### config.mk
export PLATFORM = sky130hd
export DESIGN_NAME = traffic_light_buzzer_controller_top_flat
export DESIGN_NICKNAME = d
export VERILOG_FILES = /design/src/hw/rtl/tlbc_pkg.sv /design/src/hw/rtl/tlbc_ifs.sv /design/src/hw/rtl/tlbc_cfg_regs.sv /design/src/hw/rtl/tlbc_light_ctrl.sv /design/src/hw/rtl/tlbc_beep_ctrl.sv /design/src/hw/rtl/traffic_light_buzzer_controller_top.sv /design/src/flat_wrapper.sv
export SDC_FILE = /design/constraint.sdc
export NUM_CORES = 1
export LEC_CHECK = 0
export BUFFER_PORTS_ARGS = -buffer_cell sky130_fd_sc_hd__buf_2
export CAP_MARGIN = 20
export CORE_MARGIN = 4
export CORE_UTILIZATION = 30
export CTS_CLUSTER_DIAMETER = 40
export DETAILED_ROUTE_END_ITERATION = 7
export SYNTH_ARGS = -nofsm -noshare
export SYNTH_HDL_FRONTEND = slang
export SYNTH_HIERARCHICAL = 1
export SYNTH_SLANG_ARGS = --single-unit
### constraint.sdc
create_clock -name clk -period 4.45 [get_ports clk]
set_clock_uncertainty 0.1 [all_clocks]
set_input_delay 0.89 -clock clk [delete_from_list [all_inputs] [get_ports clk]]
set_output_delay 0.89 -clock clk [all_outputs]
set_load 0.01 [all_outputs]
### src/hw/rtl/tlbc_pkg.sv
// ----------------------------------------------------------------------------
// tlbc_pkg
// Shared types, register map and helpers for the traffic light controller.
// ----------------------------------------------------------------------------
package tlbc_pkg;

	localparam int TIMER_BITS = 16;
	localparam int REG_W      = 16;
	localparam int CMP_W      = (TIMER_BITS > REG_W) ? TIMER_BITS : REG_W;

	typedef logic [TIMER_BITS-1:0] timer_t;
	typedef logic [REG_W-1:0]      reg_t;

	typedef enum logic [2:0] {
		PH_RED        = 3'd0,
		PH_RED_YELLOW = 3'd1,
		PH_YELLOW     = 3'd2,
		PH_GREEN      = 3'd3,
		PH_WAIT       = 3'd4
	} phase_t;

	typedef enum logic [2:0] {
		REG_RED_LEN        = 3'd0,
		REG_RED_YELLOW_LEN = 3'd1,
		REG_YELLOW_LEN     = 3'd2,
		REG_GREEN_LEN      = 3'd3,
		REG_WAIT_LEN       = 3'd4,
		REG_GREEN_BEEP_ON  = 3'd5,
		REG_GREEN_BEEP_OFF = 3'd6,
		REG_RED_BEEP_HALF  = 3'd7
	} cfg_idx_t;

	localparam reg_t RST_RED_LEN        = 16'd10000;
	localparam reg_t RST_RED_YELLOW_LEN = 16'd2000;
	localparam reg_t RST_YELLOW_LEN     = 16'd2000;
	localparam reg_t RST_GREEN_LEN      = 16'd5000;
	localparam reg_t RST_WAIT_LEN       = 16'd5000;
	localparam reg_t RST_GREEN_BEEP_ON  = 16'd500;
	localparam reg_t RST_GREEN_BEEP_OFF = 16'd1500;
	localparam reg_t RST_RED_BEEP_HALF  = 16'd250;

	typedef struct packed {
		reg_t red_len;
		reg_t red_yellow_len;
		reg_t yellow_len;
		reg_t green_len;
		reg_t wait_len;
		reg_t green_beep_on;
		reg_t green_beep_off;
		reg_t red_beep_half;
	} cfg_t;

	// Saturating increment: hold at all ones.
	function automatic timer_t sat_inc(input timer_t v);
		timer_t r;
		r = (v == {TIMER_BITS{1'b1}}) ? v : v + timer_t'(1);
		return r;
	endfunction

	// Unsigned elapsed > length, both widened to a common width.
	function automatic logic past_len(input timer_t elapsed, input reg_t len);
		logic [CMP_W-1:0] a;
		logic [CMP_W-1:0] b;
		a = CMP_W'(elapsed);
		b = CMP_W'(len);
		return a > b;
	endfunction

endpackage

### src/hw/rtl/tlbc_ifs.sv
// ----------------------------------------------------------------------------
// tlbc channel interfaces
// Tick input, result output and register write channels.
// ----------------------------------------------------------------------------
interface tlbc_tick_if;
	logic valid;
	logic ready;
	logic button;

	modport source (output valid, output button, input ready);
	modport sink   (input valid, input button, output ready);
endinterface

interface tlbc_result_if;
	logic       valid;
	logic       ready;
	logic       red_lamp;
	logic       yellow_lamp;
	logic       green_lamp;
	logic       beep;
	logic [2:0] phase;

	modport source (output valid, output red_lamp, output yellow_lamp, output green_lamp,
		output beep, output phase, input ready);
	modport sink   (input valid, input red_lamp, input yellow_lamp, input green_lamp,
		input beep, input phase, output ready);
endinterface

interface tlbc_cfg_if;
	logic        valid;
	logic        ready;
	logic [2:0]  index;
	logic [15:0] data;

	modport source (output valid, output index, output data, input ready);
	modport sink   (input valid, input index, input data, output ready);
endinterface

### src/hw/rtl/tlbc_cfg_regs.sv
// ----------------------------------------------------------------------------
// tlbc_cfg_regs
// Register file for phase lengths and buzzer cadence.
// ----------------------------------------------------------------------------
module tlbc_cfg_regs (
	input  logic         clk,
	input  logic         arst_n,
	tlbc_cfg_if.sink     cfg,
	output tlbc_pkg::cfg_t regs
);
	import tlbc_pkg::*;

	cfg_t regs_q;

	assign cfg.ready = 1'b1;
	assign regs      = regs_q;

	always_ff @(posedge clk or negedge arst_n) begin
		if (!arst_n) begin
			regs_q.red_len        <= RST_RED_LEN;
			regs_q.red_yellow_len <= RST_RED_YELLOW_LEN;
			regs_q.yellow_len     <= RST_YELLOW_LEN;
			regs_q.green_len      <= RST_GREEN_LEN;
			regs_q.wait_len       <= RST_WAIT_LEN;
			regs_q.green_beep_on  <= RST_GREEN_BEEP_ON;
			regs_q.green_beep_off <= RST_GREEN_BEEP_OFF;
			regs_q.red_beep_half  <= RST_RED_BEEP_HALF;
		end else if (cfg.valid) begin
			unique case (cfg_idx_t'(cfg.index))
				REG_RED_LEN:        regs_q.red_len        <= cfg.data;
				REG_RED_YELLOW_LEN: regs_q.red_yellow_len <= cfg.data;
				REG_YELLOW_LEN:     regs_q.yellow_len     <= cfg.data;
				REG_GREEN_LEN:      regs_q.green_len      <= cfg.data;
				REG_WAIT_LEN:       regs_q.wait_len       <= cfg.data;
				REG_GREEN_BEEP_ON:  regs_q.green_beep_on  <= cfg.data;
				REG_GREEN_BEEP_OFF: regs_q.green_beep_off <= cfg.data;
				REG_RED_BEEP_HALF:  regs_q.red_beep_half  <= cfg.data;
				default:            regs_q <= regs_q;
			endcase
		end
	end

endmodule

### src/hw/rtl/tlbc_light_ctrl.sv
// ----------------------------------------------------------------------------
// tlbc_light_ctrl
// Light phase sequencer with saturating elapsed counter.
// ----------------------------------------------------------------------------
module tlbc_light_ctrl (
	input  logic             clk,
	input  logic             arst_n,
	input  logic             adv,
	input  logic             button,
	input  tlbc_pkg::cfg_t   regs,
	output tlbc_pkg::phase_t phase_nxt
);
	import tlbc_pkg::*;

	phase_t phase_q;
	timer_t elapsed_q;
	timer_t elapsed_inc;
	timer_t elapsed_nxt;

	always_comb begin
		elapsed_inc = sat_inc(elapsed_q);
		phase_nxt   = phase_q;
		elapsed_nxt = elapsed_inc;
		unique case (phase_q)
			PH_RED_YELLOW: begin
				if (past_len(elapsed_inc, regs.red_yellow_len)) begin
					phase_nxt   = PH_GREEN;
					elapsed_nxt = '0;
				end
			end
			PH_YELLOW: begin
				if (past_len(elapsed_inc, regs.yellow_len)) begin
					phase_nxt   = PH_RED;
					elapsed_nxt = '0;
				end
			end
			PH_GREEN: begin
				if (past_len(elapsed_inc, regs.green_len) && button) begin
					phase_nxt   = PH_WAIT;
					elapsed_nxt = '0;
				end
			end
			PH_WAIT: begin
				if (past_len(elapsed_inc, regs.wait_len)) begin
					phase_nxt   = PH_YELLOW;
					elapsed_nxt = '0;
				end
			end
			default: begin
				// red, and any stray code falls back to red
				phase_nxt = PH_RED;
				if (past_len(elapsed_inc, regs.red_len)) begin
					phase_nxt   = PH_RED_YELLOW;
					elapsed_nxt = '0;
				end
			end
		endcase
	end

	always_ff @(posedge clk or negedge arst_n) begin
		if (!arst_n) begin
			phase_q   <= PH_RED;
			elapsed_q <= '0;
		end else if (adv) begin
			phase_q   <= phase_nxt;
			elapsed_q <= elapsed_nxt;
		end
	end

endmodule

### src/hw/rtl/tlbc_beep_ctrl.sv
// ----------------------------------------------------------------------------
// tlbc_beep_ctrl
// Buzzer on/off cadence following the updated light phase.
// ----------------------------------------------------------------------------
module tlbc_beep_ctrl (
	input  logic             clk,
	input  logic             arst_n,
	input  logic             adv,
	input  tlbc_pkg::phase_t phase_nxt,
	input  tlbc_pkg::cfg_t   regs,
	output logic             beep_nxt
);
	import tlbc_pkg::*;

	logic   active_q;
	logic   red_cad_q;
	timer_t elapsed_q;
	timer_t elapsed_inc;
	timer_t elapsed_nxt;
	logic   red_cad_nxt;
	logic   green_like;
	reg_t   limit;

	always_comb begin
		elapsed_inc = sat_inc(elapsed_q);
		green_like  = (phase_nxt == PH_GREEN) || (phase_nxt == PH_WAIT);
		limit       = red_cad_q ? regs.red_beep_half
			: (active_q ? regs.green_beep_on : regs.green_beep_off);
		beep_nxt    = active_q;
		red_cad_nxt = red_cad_q;
		elapsed_nxt = elapsed_inc;
		if ((phase_nxt == PH_YELLOW) || (phase_nxt == PH_RED_YELLOW)) begin
			// silent, restart on red cadence
			beep_nxt    = 1'b0;
			red_cad_nxt = 1'b1;
			elapsed_nxt = '0;
		end else if (past_len(elapsed_inc, limit)) begin
			beep_nxt    = !active_q;
			red_cad_nxt = !green_like;
			elapsed_nxt = '0;
		end
	end

	always_ff @(posedge clk or negedge arst_n) begin
		if (!arst_n) begin
			active_q  <= 1'b0;
			red_cad_q <= 1'b1;
			elapsed_q <= '0;
		end else if (adv) begin
			active_q  <= beep_nxt;
			red_cad_q <= red_cad_nxt;
			elapsed_q <= elapsed_nxt;
		end
	end

endmodule

### src/hw/rtl/traffic_light_buzzer_controller_top.sv
// ----------------------------------------------------------------------------
// traffic_light_buzzer_controller_top: pedestrian light with buzzer
// A tick passes an input register, then a result register; one tick per cycle
// sustained unless the result side stalls, set by the light and buzzer update loop.
// Reset clears phase to red, counters to zero and registers to defaults.
// ----------------------------------------------------------------------------
module traffic_light_buzzer_controller_top (
	input  logic        clk,
	input  logic        arst_n,
	tlbc_tick_if.sink   tick,
	tlbc_result_if.source result,
	tlbc_cfg_if.sink    cfg
);
	import tlbc_pkg::*;

	// Stage 1: captured tick. Stage 2: result word waiting for the sink.
	logic   valid_s1;
	logic   button_s1;
	logic   valid_s2;
	phase_t phase_s2;
	logic   beep_s2;

	logic   s2_free;
	logic   adv;
	cfg_t   regs;
	phase_t phase_nxt;
	logic   beep_nxt;

	// The result register frees up when empty or when its word is taken this
	// cycle; the input register then drains into it, so a new tick can enter
	// in the same cycle while a finished word still sits at the output.
	assign s2_free    = !valid_s2 || result.ready;
	assign adv        = valid_s1 && s2_free;
	assign tick.ready = !valid_s1 || s2_free;

	// Register file; write it only between ticks (the block does not enforce this).
	tlbc_cfg_regs u_cfg_regs (
		.clk    (clk),
		.arst_n (arst_n),
		.cfg    (cfg),
		.regs   (regs)
	);

	// Light sequencer: advance its state once per tick moved into stage 2.
	tlbc_light_ctrl u_light (
		.clk       (clk),
		.arst_n    (arst_n),
		.adv       (adv),
		.button    (button_s1),
		.regs      (regs),
		.phase_nxt (phase_nxt)
	);

	// Buzzer sees the phase after this tick's light update.
	tlbc_beep_ctrl u_beep (
		.clk       (clk),
		.arst_n    (arst_n),
		.adv       (adv),
		.phase_nxt (phase_nxt),
		.regs      (regs),
		.beep_nxt  (beep_nxt)
	);

	// Valid bits of both stages.
	always_ff @(posedge clk or negedge arst_n) begin
		if (!arst_n) begin
			valid_s1 <= 1'b0;
			valid_s2 <= 1'b0;
		end else begin
			if (tick.ready) begin
				valid_s1 <= tick.valid;
			end
			if (s2_free) begin
				valid_s2 <= valid_s1;
			end
		end
	end

	// Payload: hold the button until it moves on; load the result on advance.
	always_ff @(posedge clk) begin
		if (tick.valid && tick.ready) begin
			button_s1 <= tick.button;
		end
		if (adv) begin
			phase_s2 <= phase_nxt;
			beep_s2  <= beep_nxt;
		end
	end

	// Drive the lamps straight from the registered phase.
	assign result.valid       = valid_s2;
	assign result.phase       = phase_s2;
	assign result.beep        = beep_s2;
	assign result.red_lamp    = (phase_s2 == PH_RED) || (phase_s2 == PH_RED_YELLOW);
	assign result.yellow_lamp = (phase_s2 == PH_RED_YELLOW) || (phase_s2 == PH_YELLOW);
	assign result.green_lamp  = (phase_s2 == PH_GREEN) || (phase_s2 == PH_WAIT);

endmodule

### src/flat_wrapper.sv
// flat-port wrapper written by rule: the top's interface ports become plain ports
module traffic_light_buzzer_controller_top_flat import tlbc_pkg::*;
  (clk, arst_n, tick_valid, tick_button, tick_ready, result_valid, result_red_lamp, result_yellow_lamp, result_green_lamp, result_beep, result_phase, result_ready, cfg_valid, cfg_index, cfg_data, cfg_ready);
  tlbc_tick_if tick_i ();
  tlbc_result_if result_i ();
  tlbc_cfg_if cfg_i ();
  input  logic clk;
  input  logic arst_n;
  input wire logic [$bits(tick_i.valid)-1:0] tick_valid;
  input wire logic [$bits(tick_i.button)-1:0] tick_button;
  output wire logic [$bits(tick_i.ready)-1:0] tick_ready;
  output wire logic [$bits(result_i.valid)-1:0] result_valid;
  output wire logic [$bits(result_i.red_lamp)-1:0] result_red_lamp;
  output wire logic [$bits(result_i.yellow_lamp)-1:0] result_yellow_lamp;
  output wire logic [$bits(result_i.green_lamp)-1:0] result_green_lamp;
  output wire logic [$bits(result_i.beep)-1:0] result_beep;
  output wire logic [$bits(result_i.phase)-1:0] result_phase;
  input wire logic [$bits(result_i.ready)-1:0] result_ready;
  input wire logic [$bits(cfg_i.valid)-1:0] cfg_valid;
  input wire logic [$bits(cfg_i.index)-1:0] cfg_index;
  input wire logic [$bits(cfg_i.data)-1:0] cfg_data;
  output wire logic [$bits(cfg_i.ready)-1:0] cfg_ready;
  assign tick_i.valid = tick_valid;
  assign tick_i.button = tick_button;
  assign tick_ready = tick_i.ready;
  assign result_valid = result_i.valid;
  assign result_red_lamp = result_i.red_lamp;
  assign result_yellow_lamp = result_i.yellow_lamp;
  assign result_green_lamp = result_i.green_lamp;
  assign result_beep = result_i.beep;
  assign result_phase = result_i.phase;
  assign result_i.ready = result_ready;
  assign cfg_i.valid = cfg_valid;
  assign cfg_i.index = cfg_index;
  assign cfg_i.data = cfg_data;
  assign cfg_ready = cfg_i.ready;
  traffic_light_buzzer_controller_top u_core (.clk(clk), .arst_n(arst_n), .tick(tick_i), .result(result_i), .cfg(cfg_i));
endmodule
==> summary.md <==
| Metric | Value |
|---|---|
| Status | `finished, violations left` |
| Violated checks | `negative setup slack` |
| DRT Wirelength | `27,000 um` |
| I/O pins | `35` |
| Critical-path maximum fanout | `4` |
| DRC | `0` |
| Worst setup SP type | `flip-flop` |
| Slew headroom | `0.272` |
| PD cells | `443 nW/um2` |
| Worst-Skew Late Latency | `0.44 ns` |
| Final non-filler cell total | `1,578` |
| CTS tree | `done` |
| Die width | `198 um` |
| Worst path slowest cell | `or4_1` |
| Vias | `7,871` |
| Total track usage | `0.140` |
| Clock root cell | `clkbuf_16` |
| DP Cell Count | `1,520` |
| Initial antenna violation count | `0` |
| N_diodes | `0` |
| RR Endpoint | `u_core/u_beep/active_q` |
| Simple logic cell fraction of the synthesized area | `0.136` |
| Average cell area after synthesis | `10.8 um2` |
| Placer Congestion | `0.866` |
| VDD IR max | `0.198 mV` |
| CTS Sinks | `172` |
| Post-synthesis mux area share | `0.155` |
| Reg-to-Reg Start | `u_core/u_light/elapsed_q[1]` |
| #FFs+latches synth | `172` |
| Clock buffer depth | `2` |
| Largest family of logic cells by synthesized area | `multiplexers` |
| CTS Buf Count | `17` |
| Final number of max-transition violations | `0` |
| RSZ-0062 raised after global routing | `true` |
| Worst Setup End Kind | `flip-flop` |
| Detailed Routing Iterations Pass 1 | `5` |
| Antenna violation net count after detailed routing | `0` |
| Largest net degree at the start of global routing | `78` |
| Post-synth EDFFs | `5` |
| Cell count after synthesis | `1,000` |
| Post-Synth XOR/XNOR Area | `0.0224` |
| Nets | `1,222` |
| Max-cap violation count | `0` |
| Core box area | `35,500 um2` |
| CP Cell Sequence | `ha_4 > nand3_4 > nor4_4 > nor2b_2 > and3_4 > buf_12 > xor2_4 > ha_4 > and3_4 > a221oi_2 > o211ai_1 > a221o_1 > a21oi_2 > or3_1 > a21o_1 > nand2_4 > xnor2_4 > nor2_4 > buf_4 > or4_1 > nand2_1` |
| Area Overhead vs Synth | `22.3%` |
| Number of fill cells | `3,412` |
| Vias in the first global route | `8,015` |
| Layout cell share with drive strength beyond 1 | `0.379` |
| Post-synth top area share | `0.279` |
| Hold Path Class | `in -> async` |
| Final setup viols | `7` |
| CTS Hold Buffers Added | `0` |
| Starting density of the core | `0.304` |
| CP Class | `reg -> reg` |
| HPWL after detailed placement | `19,400 um` |
| Setup TNS | `-0.113 ns` |
| GRT overflow | `0` |
| Seq/Total Area, Yosys | `0.407` |
| R2r setup slk | `-0.05 ns` |
| Via-to-Cell Ratio | `4.99` |
| Synth unique cells | `84` |
| Leakage | `0.00590 uW` |
| Fin worst setup slack | `-0.0510 ns` |
| Synth area leaders | `dfrtp_1 (28%), mux2_2 (13%), dfstp_2 (11%)` |
| Fmax achieved | `222 MHz` |
| Final min period | `4.50 ns` |
| H-tree Lvls | `4` |
| Mapped Area | `10,800 um2` |
| Least-Margin Pin Slew | `1.09 ns` |
| Final Hold Viols | `0` |
| CP arrival | `4.77 ns` |
| First-pass GRT wire length | `43,800 um` |
| Post-synth top cells | `dfrtp_1 (120), mux2_2 (120), inv_1 (96)` |
| Worst Setup EP | `u_core/u_beep/active_q` |
| Row cnt | `69` |
| Top FF cell, synth | `dfrtp_1` |
| Die ar. | `39,000 um2` |
| Yosys top cell by area | `dfrtp_1` |
| Worst Path Required | `4.72 ns` |
| Worst reg2reg path depth | `21` |
| Starting DRT DRC Count | `514` |
| Die height | `198 um` |
| IO buf count | `33` |
| WL per Instance | `17.1 um` |
| Synth Area in Compound Gates | `0.117` |
| Syn_nets | `1,118` |
| Clock-pin transition on the worst setup and hold timing paths | `0.07 ns` |
| Ys async rst share | `0.971` |
| Critical path startpoint | `u_core/u_light/elapsed_q[1]` |
| Max incr delay on CP | `0.46 ns` |
| Synth warn | `6` |
| Post-Synth Adder-Cell Area | `0.108` |
| Final period utilization | `1.01` |
-- repair_timing --
item | 4_1_cts | 5_1_grt
endpoints found under the setup margin | 19 | 24
resized for setup | 42 | 35
pin swaps | 23 | 29
setup buffers | 9 | 21
cloned | 2 | 1
-- state kept, by name, indices dropped and copies added (netlist names) --
name and flops:
u_core/u_beep/active_q 1, u_core/button_s1 1, u_core/result.phase 3, u_core/result.beep 1
u_core/valid_s1 1, u_core/u_beep/red_cad_q 1, u_core/u_light/phase_q 3, u_core/u_beep/elapsed_q 16
u_core/u_cfg_regs/regs 128, u_core/u_light/elapsed_q 16, u_core/result.valid 1
-- cells by family after synthesis --
family	Yosys count
buffers and inverters	131
adders and majority gates	93
DFF	172
and+or+nand+nor	248
AOI/OAI and AO/OA	182
xor gates and xnor gates	26
other	1
muxes	147
-- cell type report --
cell class / instances / area, um2 / share of cell area
Clock inverter: 14 / 150 / 0.0114
Timing Repair Buffer: 119 / 923 / 0.0701
Clock buffer: 18 / 429 / 0.0326
Inverter: 97 / 364 / 0.0276
Multi-Input combinational cell: 697 / 6340 / 0.481
Sequential cell: 172 / 4390 / 0.333
Tap cell: 461 / 577 / 0.0438
-- layer usage --
metal / track usage / vias up / part of all wire / routed length [um]
li1: - / 3807 / - / -
met1: 0.195 / 3883 / 0.48 / 13000
met2: 0.227 / 147 / 0.47 / 12700
met3: 0.0201 / 34 / 0.028 / 755
met4: 0.0439 / 0 / 0.021 / 561
met5: 0 / - / 0 / 0
-- how the worst min path moves through the flow --
stage | to | slack [ns] | cells past startpoint | from
floorplan | u_core/u_cfg_regs/regs[16] | 0.38 | 1 | u_core/u_cfg_regs/regs[16]
global placement | u_core/u_cfg_regs/regs[28] | 0.39 | 1 | u_core/u_cfg_regs/regs[28]
detailed placement | u_core/u_cfg_regs/regs[11] | 0.39 | 1 | u_core/u_cfg_regs/regs[11]
CTS | u_core/u_cfg_regs/regs[30] | 0.41 | 1 | u_core/u_cfg_regs/regs[30]
global route | u_core/u_cfg_regs/regs[66] | 0.42 | 1 | u_core/u_cfg_regs/regs[66]
finish | u_core/result.valid | 0.39 | 1 | arst_n
-- placed cells by master, fill, tap and decap left out, drive strengths merged, types with 5 or more instances in the layout --
| master | n |
|---|---|
| clkbuf | 19 |
| xor2 | 7 |
| dfrtp | 120 |
| edfxtp | 5 |
| a221o | 8 |
| a21o | 19 |
| nor3 | 15 |
| and3 | 9 |
| nand3b | 5 |
| a31oi | 6 |
| mux2 | 130 |
| o221ai | 5 |
| inv | 106 |
| dfstp | 47 |
| nand4 | 29 |
| nor4 | 7 |
| ha | 93 |
| xnor2 | 18 |
| mux2i | 17 |
| o21a | 7 |
| nor2 | 60 |
| nor2b | 16 |
| buf | 118 |
| o21ai | 31 |
| a21oi | 65 |
| nand2 | 53 |
| nand3 | 27 |
| a31o | 9 |
| nand2b | 5 |
-- power by group --
part	switching (uW)	internal (uW)	total (uW)
Combinational	1120	1070	2190
Clock	703	798	1500
Sequential	199	1940	2140
Total	2020	3810	5830
-- worst max-delay path: cells and delay by family, from the launching register on --
kind                       cells  cell delay [ns]
adders and majority gates      2             0.41
AOI/OAI and AO/OA              5             1.07
DFF                            1             0.39
and+or+nand+nor               10             1.69
xor gates and xnor gates       2             0.50
buffers and inverters          2             0.27
-- metrics by stage --
stage | total power, uW | hold slack, ns | instance area [um2] | utilization | worst slack [ns]
3_3_place_gp | 3930 | 0.386 | 11900 | 0.335 | -0.235
4_1_cts | 5730 | 0.409 | 12900 | 0.363 | 0.00788
5_1_grt | 6220 | 0.418 | 13200 | 0.371 | -0.167
2_1_floorplan | 3350 | 0.379 | 10800 | - | 0.000183
3_5_place_dp | 3980 | 0.393 | 11900 | 0.335 | -0.378
6_report | 5830 | 0.393 | 13200 | 0.371 | -0.0510
Note: power is estimated with default switching activity, not from simulation.
